## config.mk

```make
export PLATFORM = sky130hd
export DESIGN_NAME = golden_section_search_step
export DESIGN_NICKNAME = d
export VERILOG_FILES = /design/src/sv/gss_pkg.sv /design/src/sv/golden_section_search_step.sv
export SDC_FILE = /design/constraint.sdc
export NUM_CORES = 2
export LEC_CHECK = 0
export BUFFER_PORTS_ARGS = -buffer_cell sky130_fd_sc_hd__buf_2
export CAP_MARGIN = 20
export CELL_PAD_IN_SITES_DETAIL_PLACEMENT = 1
export CELL_PAD_IN_SITES_GLOBAL_PLACEMENT = 2
export CORE_ASPECT_RATIO = 1.75
export CORE_MARGIN = 2
export CORE_UTILIZATION = 23
export CTS_BUF_LIST = sky130_fd_sc_hd__clkbuf_2 sky130_fd_sc_hd__clkbuf_4 sky130_fd_sc_hd__clkbuf_8
export DETAILED_ROUTE_END_ITERATION = 7
export PLACE_DENSITY_LB_ADDON = 0.1
export REMOVE_ABC_BUFFERS = 1
export SKIP_LAST_GASP = 1
export SYNTH_ARGS = -nofsm -noshare
export SYNTH_HDL_FRONTEND = slang
export SYNTH_SLANG_ARGS = --single-unit
```

## constraint.sdc

```tcl
create_clock -name clk -period 35.4 [get_ports clk]
set_clock_uncertainty 0.05 [all_clocks]
set_input_delay 7.08 -clock clk [delete_from_list [all_inputs] [get_ports clk]]
set_output_delay 7.08 -clock clk [all_outputs]
set_load 0.05 [all_outputs]
```

## src/sv/gss_pkg.sv

```systemverilog
package gss_pkg;

	localparam logic [31:0] ONE_Q31 = 32'h8000_0000;
	localparam logic [16:0] ONE_Q16 = 17'h1_0000;
	localparam logic [15:0] ITER_MAX = 16'hFFFF;

	localparam logic KIND_START = 1'b0;
	localparam logic KIND_PAIR  = 1'b1;

	localparam logic [1:0] OUTCOME_CONVERGED = 2'd0;
	localparam logic [1:0] OUTCOME_LIMIT     = 2'd1;
	localparam logic [1:0] OUTCOME_RUNNING   = 2'd2;

	localparam logic [1:0] CFG_GOLDEN_FRACTION    = 2'd0;
	localparam logic [1:0] CFG_TOLERANCE_FRACTION = 2'd1;
	localparam logic [1:0] CFG_ITERATION_LIMIT    = 2'd2;

	localparam logic [15:0] GOLDEN_RESET    = 16'd40503;
	localparam logic [31:0] TOLERANCE_RESET = 32'd2147;
	localparam logic [15:0] LIMIT_RESET     = 16'd0;

	typedef struct packed {
		logic               kind;
		logic signed [31:0] value_at_first;
		logic signed [31:0] value_at_second;
	} gss_in_t;

	typedef struct packed {
		logic [1:0]         outcome;
		logic               is_final;
		logic [31:0]        first_point;
		logic [31:0]        second_point;
		logic [31:0]        best_point;
		logic signed [31:0] best_value;
		logic [15:0]        iteration_count;
	} gss_out_t;

endpackage

```

## src/sv/golden_section_search_step.sv

```systemverilog
// Golden-section line search controller working in the segment coordinate
// t, unsigned Q1.31 with 0x80000000 standing for 1.0.
// Input items arrive on in_valid/in_stall/in_item. A start item resets the
// bracket to 0..1.0 and returns both probe points; a pair item carries the
// objective values at the current probes and returns the next probes, or a
// stop notice, or (after a stop) the final best point and value. A pair item
// while no search is active is consumed and gives no result.
// Results leave on out_valid/out_stall/out_item, one per producing item.
// out_valid comes from a result register behind an input register, so an
// accepted item passes the input register and then the result register.
// One item is taken every cycle while in_stall is low; the bracket update
// (one 32x17 multiply with its subtract and add, then the width compare)
// is combinational and sits between those two registers.
// When out_stall holds a waiting result, the input register keeps one more
// item and in_stall rises; nothing is dropped.
// Configuration writes (cfg_we, cfg_index, cfg_data) take effect at once and
// are expected only while the block is idle.
// Reset clears the pipeline, returns to idle with the bracket at 0..1.0 and
// loads the register defaults.
module golden_section_search_step
	import gss_pkg::*;
(
	input  logic        clk,
	input  logic        arst_n,

	input  logic        in_valid,
	output logic        in_stall,
	input  gss_in_t     in_item,

	output logic        out_valid,
	input  logic        out_stall,
	output gss_out_t    out_item,

	input  logic        cfg_we,
	input  logic [1:0]  cfg_index,
	input  logic [31:0] cfg_data
);

	typedef enum logic [1:0] {
		PH_IDLE,
		PH_RUN,
		PH_STOPPED
	} phase_t;

	phase_t      phase_q;
	logic [15:0] golden_q;
	logic [31:0] tolerance_q;
	logic [15:0] limit_q;

	logic [31:0] bracket_low_q;
	logic [31:0] bracket_high_q;
	logic [31:0] probe_first_q;
	logic [31:0] probe_second_q;
	logic [15:0] iters_q;
	logic        stop_cause_q;

	logic        valid_s1;
	gss_in_t     item_s1;

	logic        out_valid_q;
	gss_out_t    out_item_q;

	// Rounded interpolation lo + round(frac * (hi - lo)); the bracket may be inverted.
	function automatic logic [31:0] interp(input logic [31:0] lo, input logic [31:0] hi,
			input logic [16:0] frac);
		logic        neg;
		logic [31:0] mag;
		logic [48:0] prod;
		logic [48:0] shifted;
		begin
			neg = hi < lo;
			mag = neg ? (lo - hi) : (hi - lo);
			prod = {17'b0, mag} * {32'b0, frac};
			shifted = (prod + 49'h8000) >> 16;
			return neg ? (lo - shifted[31:0]) : (lo + shifted[31:0]);
		end
	endfunction

	logic        out_free;
	logic        consume;
	logic        produces;
	logic        first_lower;
	logic [16:0] comp;
	logic [15:0] iters_inc;
	logic        limit_hit;
	logic [31:0] ip_lo;
	logic [31:0] ip_hi;
	logic [16:0] ip_frac;
	logic [31:0] ip_res;
	logic [31:0] new_low;
	logic [31:0] new_high;
	logic [31:0] new_first;
	logic [31:0] new_second;
	logic [31:0] new_width;
	logic        converged;

	assign out_free = !out_valid_q || !out_stall;
	assign consume  = valid_s1 && out_free;
	assign in_stall = valid_s1 && !out_free;
	// A pair item while idle is consumed without a result.
	assign produces = consume && ((item_s1.kind == KIND_START) || (phase_q != PH_IDLE));

	assign first_lower = $signed(item_s1.value_at_first) < $signed(item_s1.value_at_second);
	assign comp        = ONE_Q16 - {1'b0, golden_q};
	assign iters_inc   = (iters_q != ITER_MAX) ? iters_q + 16'd1 : iters_q;
	assign limit_hit   = (limit_q != 16'd0) && (iters_inc >= limit_q);

	// A smaller first value drops the upper end, otherwise the lower end moves up.
	assign ip_lo   = first_lower ? bracket_low_q : probe_first_q;
	assign ip_hi   = first_lower ? probe_second_q : bracket_high_q;
	assign ip_frac = first_lower ? comp : {1'b0, golden_q};
	assign ip_res  = interp(ip_lo, ip_hi, ip_frac);

	assign new_low    = ip_lo;
	assign new_high   = ip_hi;
	assign new_first  = first_lower ? ip_res : probe_second_q;
	assign new_second = first_lower ? probe_first_q : ip_res;
	assign new_width  = (new_high >= new_low) ? (new_high - new_low) : (new_low - new_high);
	assign converged  = new_width < tolerance_q;

	always_ff @(posedge clk or negedge arst_n) begin
		if (!arst_n) begin
			phase_q        <= PH_IDLE;
			golden_q       <= GOLDEN_RESET;
			tolerance_q    <= TOLERANCE_RESET;
			limit_q        <= LIMIT_RESET;
			bracket_low_q  <= '0;
			bracket_high_q <= ONE_Q31;
			probe_first_q  <= '0;
			probe_second_q <= '0;
			iters_q        <= '0;
			stop_cause_q   <= 1'b0;
			valid_s1       <= 1'b0;
			item_s1        <= '0;
			out_valid_q    <= 1'b0;
			out_item_q     <= '0;
		end else begin
			if (cfg_we) begin
				unique case (cfg_index)
					CFG_GOLDEN_FRACTION:    golden_q    <= cfg_data[15:0];
					CFG_TOLERANCE_FRACTION: tolerance_q <= cfg_data;
					CFG_ITERATION_LIMIT:    limit_q     <= cfg_data[15:0];
					default: ;
				endcase
			end

			if (!in_stall) begin
				valid_s1 <= in_valid;
				if (in_valid) begin
					item_s1 <= in_item;
				end
			end

			if (out_free) begin
				out_valid_q <= produces;
			end

			if (consume) begin
				if (item_s1.kind == KIND_START) begin
					bracket_low_q              <= '0;
					bracket_high_q             <= ONE_Q31;
					probe_first_q              <= {comp, 15'b0};
					probe_second_q             <= {1'b0, golden_q, 15'b0};
					iters_q                    <= '0;
					stop_cause_q               <= 1'b0;
					phase_q                    <= PH_RUN;
					out_item_q.outcome         <= OUTCOME_RUNNING;
					out_item_q.is_final        <= 1'b0;
					out_item_q.first_point     <= {comp, 15'b0};
					out_item_q.second_point    <= {1'b0, golden_q, 15'b0};
					out_item_q.best_point      <= '0;
					out_item_q.best_value      <= '0;
					out_item_q.iteration_count <= '0;
				end else begin
					unique case (phase_q)
						PH_STOPPED: begin
							phase_q                    <= PH_IDLE;
							out_item_q.outcome         <= {1'b0, stop_cause_q};
							out_item_q.is_final        <= 1'b1;
							out_item_q.first_point     <= probe_first_q;
							out_item_q.second_point    <= probe_second_q;
							out_item_q.best_point      <= first_lower ? probe_first_q
									: probe_second_q;
							out_item_q.best_value      <= first_lower
									? item_s1.value_at_first : item_s1.value_at_second;
							out_item_q.iteration_count <= iters_q;
						end
						PH_RUN: begin
							iters_q                    <= iters_inc;
							out_item_q.is_final        <= 1'b0;
							out_item_q.best_point      <= '0;
							out_item_q.best_value      <= '0;
							out_item_q.iteration_count <= iters_inc;
							if (limit_hit) begin
								stop_cause_q            <= 1'b1;
								phase_q                 <= PH_STOPPED;
								out_item_q.outcome      <= OUTCOME_LIMIT;
								out_item_q.first_point  <= probe_first_q;
								out_item_q.second_point <= probe_second_q;
							end else begin
								bracket_low_q           <= new_low;
								bracket_high_q          <= new_high;
								probe_first_q           <= new_first;
								probe_second_q          <= new_second;
								out_item_q.first_point  <= new_first;
								out_item_q.second_point <= new_second;
								if (converged) begin
									stop_cause_q       <= 1'b0;
									phase_q            <= PH_STOPPED;
									out_item_q.outcome <= OUTCOME_CONVERGED;
								end else begin
									out_item_q.outcome <= OUTCOME_RUNNING;
								end
							end
						end
						default: ;
					endcase
				end
			end
		end
	end

	assign out_valid = out_valid_q;
	assign out_item  = out_item_q;

	// Probes are convex combinations of the bracket ends.
	a_probe_range: assert property (@(posedge clk) disable iff (!arst_n)
		out_valid_q |-> (out_item_q.first_point <= ONE_Q31)
			&& (out_item_q.second_point <= ONE_Q31))
		else $error("probe point outside the segment");

	// A final item only ever reports a stop cause.
	a_final_outcome: assert property (@(posedge clk) disable iff (!arst_n)
		(out_valid_q && out_item_q.is_final) |-> (out_item_q.outcome != OUTCOME_RUNNING))
		else $error("final item reports a running search");

	// A consumed start item always produces a fresh running result.
	a_start_result: assert property (@(posedge clk) disable iff (!arst_n)
		(consume && item_s1.kind == KIND_START) |=> (out_valid_q
			&& out_item_q.outcome == OUTCOME_RUNNING && out_item_q.iteration_count == 16'd0
			&& !out_item_q.is_final))
		else $error("start item did not produce a running result");

	// The input side only stalls while an item is held in the input register.
	a_stall_cause: assert property (@(posedge clk) disable iff (!arst_n)
		in_stall |-> (valid_s1 && out_valid_q && out_stall))
		else $error("input stalled without a blocked item");

endmodule
```

Yosys cells after proc, flatten, opt, wreduce, memory -nomap -nowiden

Index checks and enable logic that the tools add are counted.
W data, S select, Z words.

Add/sub/neg operators: 7
Multipliers: 1
Order comparisons: 5
Equality and inequality tests: 10
Muxes and demuxes: 38
Bitwise gates (word level): 2
Reduce and logical (&&, ||, !) cells: 21

Operators with widths:

| operator                 | count |
|---|---|
| $mux W32                 | 21 |
| $pmux W147 S2            | 1 |
| $mux W147                | 1 |
| $lt A32 B32 Y1           | 3 |
| $sub A32 B32 Y32         | 3 |
| $mux W64                 | 1 |
| $add A48 B16 Y48 const B | 1 |
| $mul A32 B17 Y48         | 1 |
| $mux W16                 | 3 |
| $add A32 B32 Y32         | 1 |
| $ge A32 B32 Y1           | 1 |
| $mux W17                 | 1 |
| $sub A17 B16 Y17 const A | 1 |
| $add A16 B1 Y16 const B  | 1 |
| $ge A16 B16 Y1           | 1 |
| $ne A16 B16 Y1 const B   | 1 |
| $reduce_bool A16 Y1      | 1 |
| $reduce_and A2 Y1        | 6 |
| $mux W2                  | 5 |
| $reduce_and A3 Y1        | 3 |
| $ne A3 B1 Y1 const B     | 2 |
| $eq A2 B1 Y1 const B     | 2 |
| $eq A2 B2 Y1 const B     | 2 |
| $logic_and A1 B1 Y1      | 4 |
| other kinds (10)         | 17 |

Register bits: 425
Bits of input ports: 104
Output and inout bits: 149
Word-level logic and storage cells: 106

Logic depth before layout (Yosys ltp)

Depth in word-level cells: 12
Depth in mapped cells: 76
Gate-level depth less buffers: 70

Least setup slack after synthesis

Ideal clock, no wire load.

Kind: register -> register
From: register item_s1[10] (netlist name)
To: register out_item_q, in the netlist out_item[143]
Library setup time: 0.082 ns
Data arrival time: 15.828 ns
Data required time: 35.268 ns
Path slack: 19.440 ns
Cell stages (with the launch flop): 69
Buffers on the path: 8
Clock period less this slack: 15.960 ns
Cells stage by stage: dfrtp_1 -> inv_1 -> ha_1 -> a21o_1 -> a221o_1 -> a21oi_1 -> o21ai_1 -> a21oi_2 -> a21o_1 -> clkbuf_1 -> clkbuf_1 -> clkbuf_1 -> mux2i_1 -> inv_1 -> ha_1 -> clkbuf_1 -> and3_1 -> clkbuf_1 -> (+33 left out) -> a21oi_1 -> xnor2_1 -> ha_1 -> inv_1 -> nor2_1 -> nor2_1 -> nand2_1 -> or3_1 -> o221ai_1 -> o31ai_1 -> o21ai_0 -> nand2b_1 -> a21oi_1 -> o21ai_0 -> xnor2_1 -> xnor3_1 -> or3_1 -> a31oi_1

Cells in the longest elaborated chain, start to end: 12
Elaborated cells between the ends (all ways): 17
Classes of those cells: add/sub: 5; mul: 1; order compare: 2; mux: 9

RTL lines:

| element                                                     | line                                                                 | text |
|---|---|---|
| from (decl)                                                 | golden_section_search_step.sv:58                                     | `gss_in_t item_s1;` |
| from (signal assigned)                                      | golden_section_search_step.sv:150                                    | `item_s1 <= in_item;` |
| $lt A32 B32 Y1 *                                            | golden_section_search_step.sv:103                                    | `assign first_lower = $signed(item_s1.value_at_first) < $signed(item_s1.value_at_second);` |
| $mux W32 (on tied branches)                                 | golden_section_search_step.sv:110, golden_section_search_step.sv:109 |  |
| $sub A32 B32 Y32 / $lt A32 B32 Y1 (equally long branches)   | golden_section_search_step.sv:72, golden_section_search_step.sv:71   |  |
| $mux W32                                                    | golden_section_search_step.sv:72                                     | `mag = neg ? (lo - hi) : (hi - lo);` |
| $mul A32 B17 Y48                                            | golden_section_search_step.sv:73                                     | `prod = {17'b0, mag} * {32'b0, frac};` |
| $add A48 B16 Y48                                            | golden_section_search_step.sv:74                                     | `shifted = (prod + 49'h8000) >> 16;` |
| $add A32 B32 Y32 / $sub A32 B32 Y32 (equally long branches) | golden_section_search_step.sv:75                                     | `return neg ? (lo - shifted[31:0]) : (lo + shifted[31:0]);` |
| $mux W32                                                    | golden_section_search_step.sv:75                                     |  |
| $mux W32 *                                                  | golden_section_search_step.sv:116                                    | `assign new_first = first_lower ? ip_res : probe_second_q;` |
| $mux W64 *                                                  | golden_section_search_step.sv:194                                    | `if (limit_hit) begin` |
| $pmux W147 S2 *                                             | golden_section_search_step.sv:175                                    | `unique case (phase_q)` |
| $mux W147 *                                                 | golden_section_search_step.sv:159                                    | `if (item_s1.kind == KIND_START) begin` |
| to (decl)                                                   | golden_section_search_step.sv:61                                     | `gss_out_t out_item_q;` |

Mark *: on every way between the ends. The rest lies on a longest branch, timed or not.
A chain may end at the register's enable or synchronous reset.

Worst setup path in the final report

From: register item_s1[31] (netlist name)
To: register out_item_q, in the netlist out_item[143]

Same word-level chain as after synthesis.

==> flow_metrics.env <==
export IMPL_status="complete, no violations"
export IMPL_cp_required_ps=36000
export IMPL_setup_tns_ps=0
export IMPL_regArea_mm2=0.0107
export IMPL_rsz0062_at_grt="false"
export IMPL_final_cell_area_mm2=0.0520
export IMPL_synth_most_common_cell="nand2_1"
export IMPL_synth_top_cell_area_share_pct=22.4
export IMPL_drc_errors=0
export IMPL_finalSetupViolations=0
export IMPL_yosysTopAreaCell="dfrtp_1"
export IMPL_overflow=0
export IMPL_worst_path_max_delay_cell="a21oi_1"
export IMPL_crit_arrival_ps=21770
export IMPL_critical_path_class="register to register"
export IMPL_num_vias=38000
export IMPL_core_area_mm2=0.198
export IMPL_synth_main_ff_cell="dfrtp_1"
export IMPL_num_io_pins=253
export IMPL_finalCritPeriodShare_pct=59.8
export IMPL_netlist_area_mm2=0.0457
export IMPL_grt_max_degree=86
export IMPL_yosysUniqueCellTypes=94
export IMPL_cts_clk_slew_worst_paths_ps=70
export IMPL_hold_viol_final=0
export IMPL_synth_seq_area_share_pct=23.3
export IMPL_layout_drive_gt1_share_pct=13.7
export IMPL_drt_pass1_iter_count=5
export IMPL_max_stage_delay_ps=740
export IMPL_worst_setup_path_start_kind="register"
export IMPL_dieArea_mm2=0.202
export IMPL_hp_class="register to register"
export IMPL_global_route_usage_total_pct=20.2
export IMPL_detailed_place_hpwl_mm=166
export IMPL_fp_dieH_um=594
export IMPL_worst_pin_slew_ps=1110
export IMPL_cts_resized=0
export IMPL_rows=216
export IMPL_syn2layout_area_growth_pct=13.9
export IMPL_synth_seq_cells=425
export IMPL_synth_commonest_cells="844 x nand2_1, 729 x inv_1, 451 x fa_1"
export IMPL_clk_path_buf_depth=3
export IMPL_critPathMostFrequentCell="inv_1"
export IMPL_synthArstFlopShare_pct=100
export IMPL_nNetsFinal=6335
export IMPL_cts_sinks=425
export IMPL_cts_buffers=76
export IMPL_dpl_cell_area_mm2=0.0503
export IMPL_busiest_layer="met2"
export IMPL_max_cap_violations=0
export IMPL_htreeDepth=3
export IMPL_finalMaxSlewViolations=0
export IMPL_avgViaCountPerCell=4.67
export IMPL_ys_warn_count=0
export IMPL_multiInputGateArea_mm2=0.0316
export IMPL_cts_tree="built"
export IMPL_grt_pass1_vias=42500
export IMPL_grt_util_met1_pct=21.9
export IMPL_fin_crit_ps=21160
export IMPL_cts_setup_buffers=0
export IMPL_routedWlPerCell_um=25.2
export IMPL_syn_inst=5292
export IMPL_n_fill_cell=23200
export IMPL_antenna_found_initial=11
export IMPL_clock_root_buffer="clkbuf_8"
export IMPL_ant_nets=0
export IMPL_globalplace_congestion=0.850
export IMPL_fmax_mhz=47.3
export IMPL_syn_area_per_cell_um2=8.63
export IMPL_routed_wl_mm=205
export IMPL_grt_pass1_wl_mm=299
export IMPL_portBuffers=252
export IMPL_slew_headroom_pct=25.7
export IMPL_clock_latency_ps=740
export IMPL_gr_usage_met3_pct=1.32
export IMPL_fp_dieW_um=341
export IMPL_regToRegSetupSlack_ps=14240
export IMPL_cp_max_fo=50
export IMPL_grt_util_met2_pct=39.5
export IMPL_synth_edf_count=0
export IMPL_initialDrtViolationCount=1470
export IMPL_endpoint_kind="register"
export IMPL_postCtsHoldBufs=0
export IMPL_start_util_pct=23.1
export IMPL_ys_top_cells_by_area="dfrtp_1 22%, fa_1 20%, ha_1 8.7%"
layer usage:
layer	wire length (um)	share of wire, %
met1	77300	38
met2	113000	55
met3	4580	2.2
met4	9910	4.8
met5	0	0
sequential cells by signal, indices dropped and copies added (netlist names), 2 cells and up:
name / count
golden_q: 16
out_item: 147
probe_first_q: 32
limit_q: 16
tolerance_q: 32
probe_second_q: 32
item_s1: 65
bracket_high_q: 32
bracket_low_q: 32
iters_q: 16
phase_q: 2
cell families (layout without fill, tap and decap cells):
group / count (synthesis) / after routing / share of synthesized area [%]
buffers and inverters: 998 / 1230 / 8.32
multiplexers: 305 / 305 / 7.08
other: 0 / 5 / 0
adder cells (fa/ha/maj): 767 / 767 / 28.4
flip-flops: 425 / 425 / 23.3
AO/OA/AOI/OAI: 1043 / 1043 / 14.3
AND/OR/NAND/NOR: 1567 / 1567 / 14.9
XOR/XNOR: 187 / 187 / 3.61
cells in the final DEF, fill, tap and decap left out, types with 18 or more instances in the layout:
master	n
xnor2_1	111
buf_4	107
a21boi_0	18
o21ai_0	375
clkbuf_8	100
nor2_1	350
nor2b_1	30
clkbuf_4	24
inv_1	729
a31oi_1	35
and3_1	24
o21a_1	36
nand2b_1	41
nor3_1	36
o21bai_1	20
xor2_1	51
a21o_1	101
dfrtp_1	408
fa_1	451
xnor2_2	18
nand3_1	47
nand4_1	33
and2_1	70
ha_1	316
or3_1	20
mux2i_1	162
mux2_2	141
buf_2	252
a21oi_1	244
nand2_1	840
metrics by stage:
step | hold slack [ps] | worst slack [ps] | utilization (%) | instances
2_1_floorplan | 399 | 11230 | - | 5024
3_3_place_gp | 406 | 14090 | 25.4 | 7993
3_5_place_dp | 412 | 14030 | 25.5 | 8000
4_1_cts | 428 | 13970 | 26.3 | 8138
5_1_grt | 445 | 12880 | 26.3 | 8141
6_report | 420 | 14240 | 26.3 | 8145
worst paths after layout:
check	from	to	cells past startpoint
min in group asynchronous	arst_n	out_item[80]	1
hold reg to reg	out_item[18]	out_item[18]	2
setup reg to reg	item_s1[31]	out_item[143]	66
max in group asynchronous	arst_n	iters_q[8]	3
setup / recovery	item_s1[31]	out_item[143]	66
hold / removal	out_item[18]	out_item[18]	2
worst max-delay path: cells and delay by family, from the launching register on:
kind                       cells  cell delay, ps
xor gates and xnor gates       3             740
muxes                          1             520
buffers and inverters         11            2810
AOI/OAI and AO/OA             24            7260
DFF                            1             360
adders and majority gates     10            4920
and+or+nand+nor               17            4270
area by class of cell:
| class | count | area share, % |
|---|---|---|
| clock inverters | 15 | 0.298 |
| repair buffers | 362 | 4.04 |
| diodes | 5 | 0.0240 |
| flip-flops and latches | 425 | 20.5 |
| well taps | 2616 | 6.29 |
| inverters | 730 | 5.26 |
| multi-input cells | 3869 | 60.6 |
| clock buffers | 123 | 2.96 |
Power is left out: the tool's default activity adds up to more than one toggle a clock period on the data nets, which glitch-free logic cannot reach.
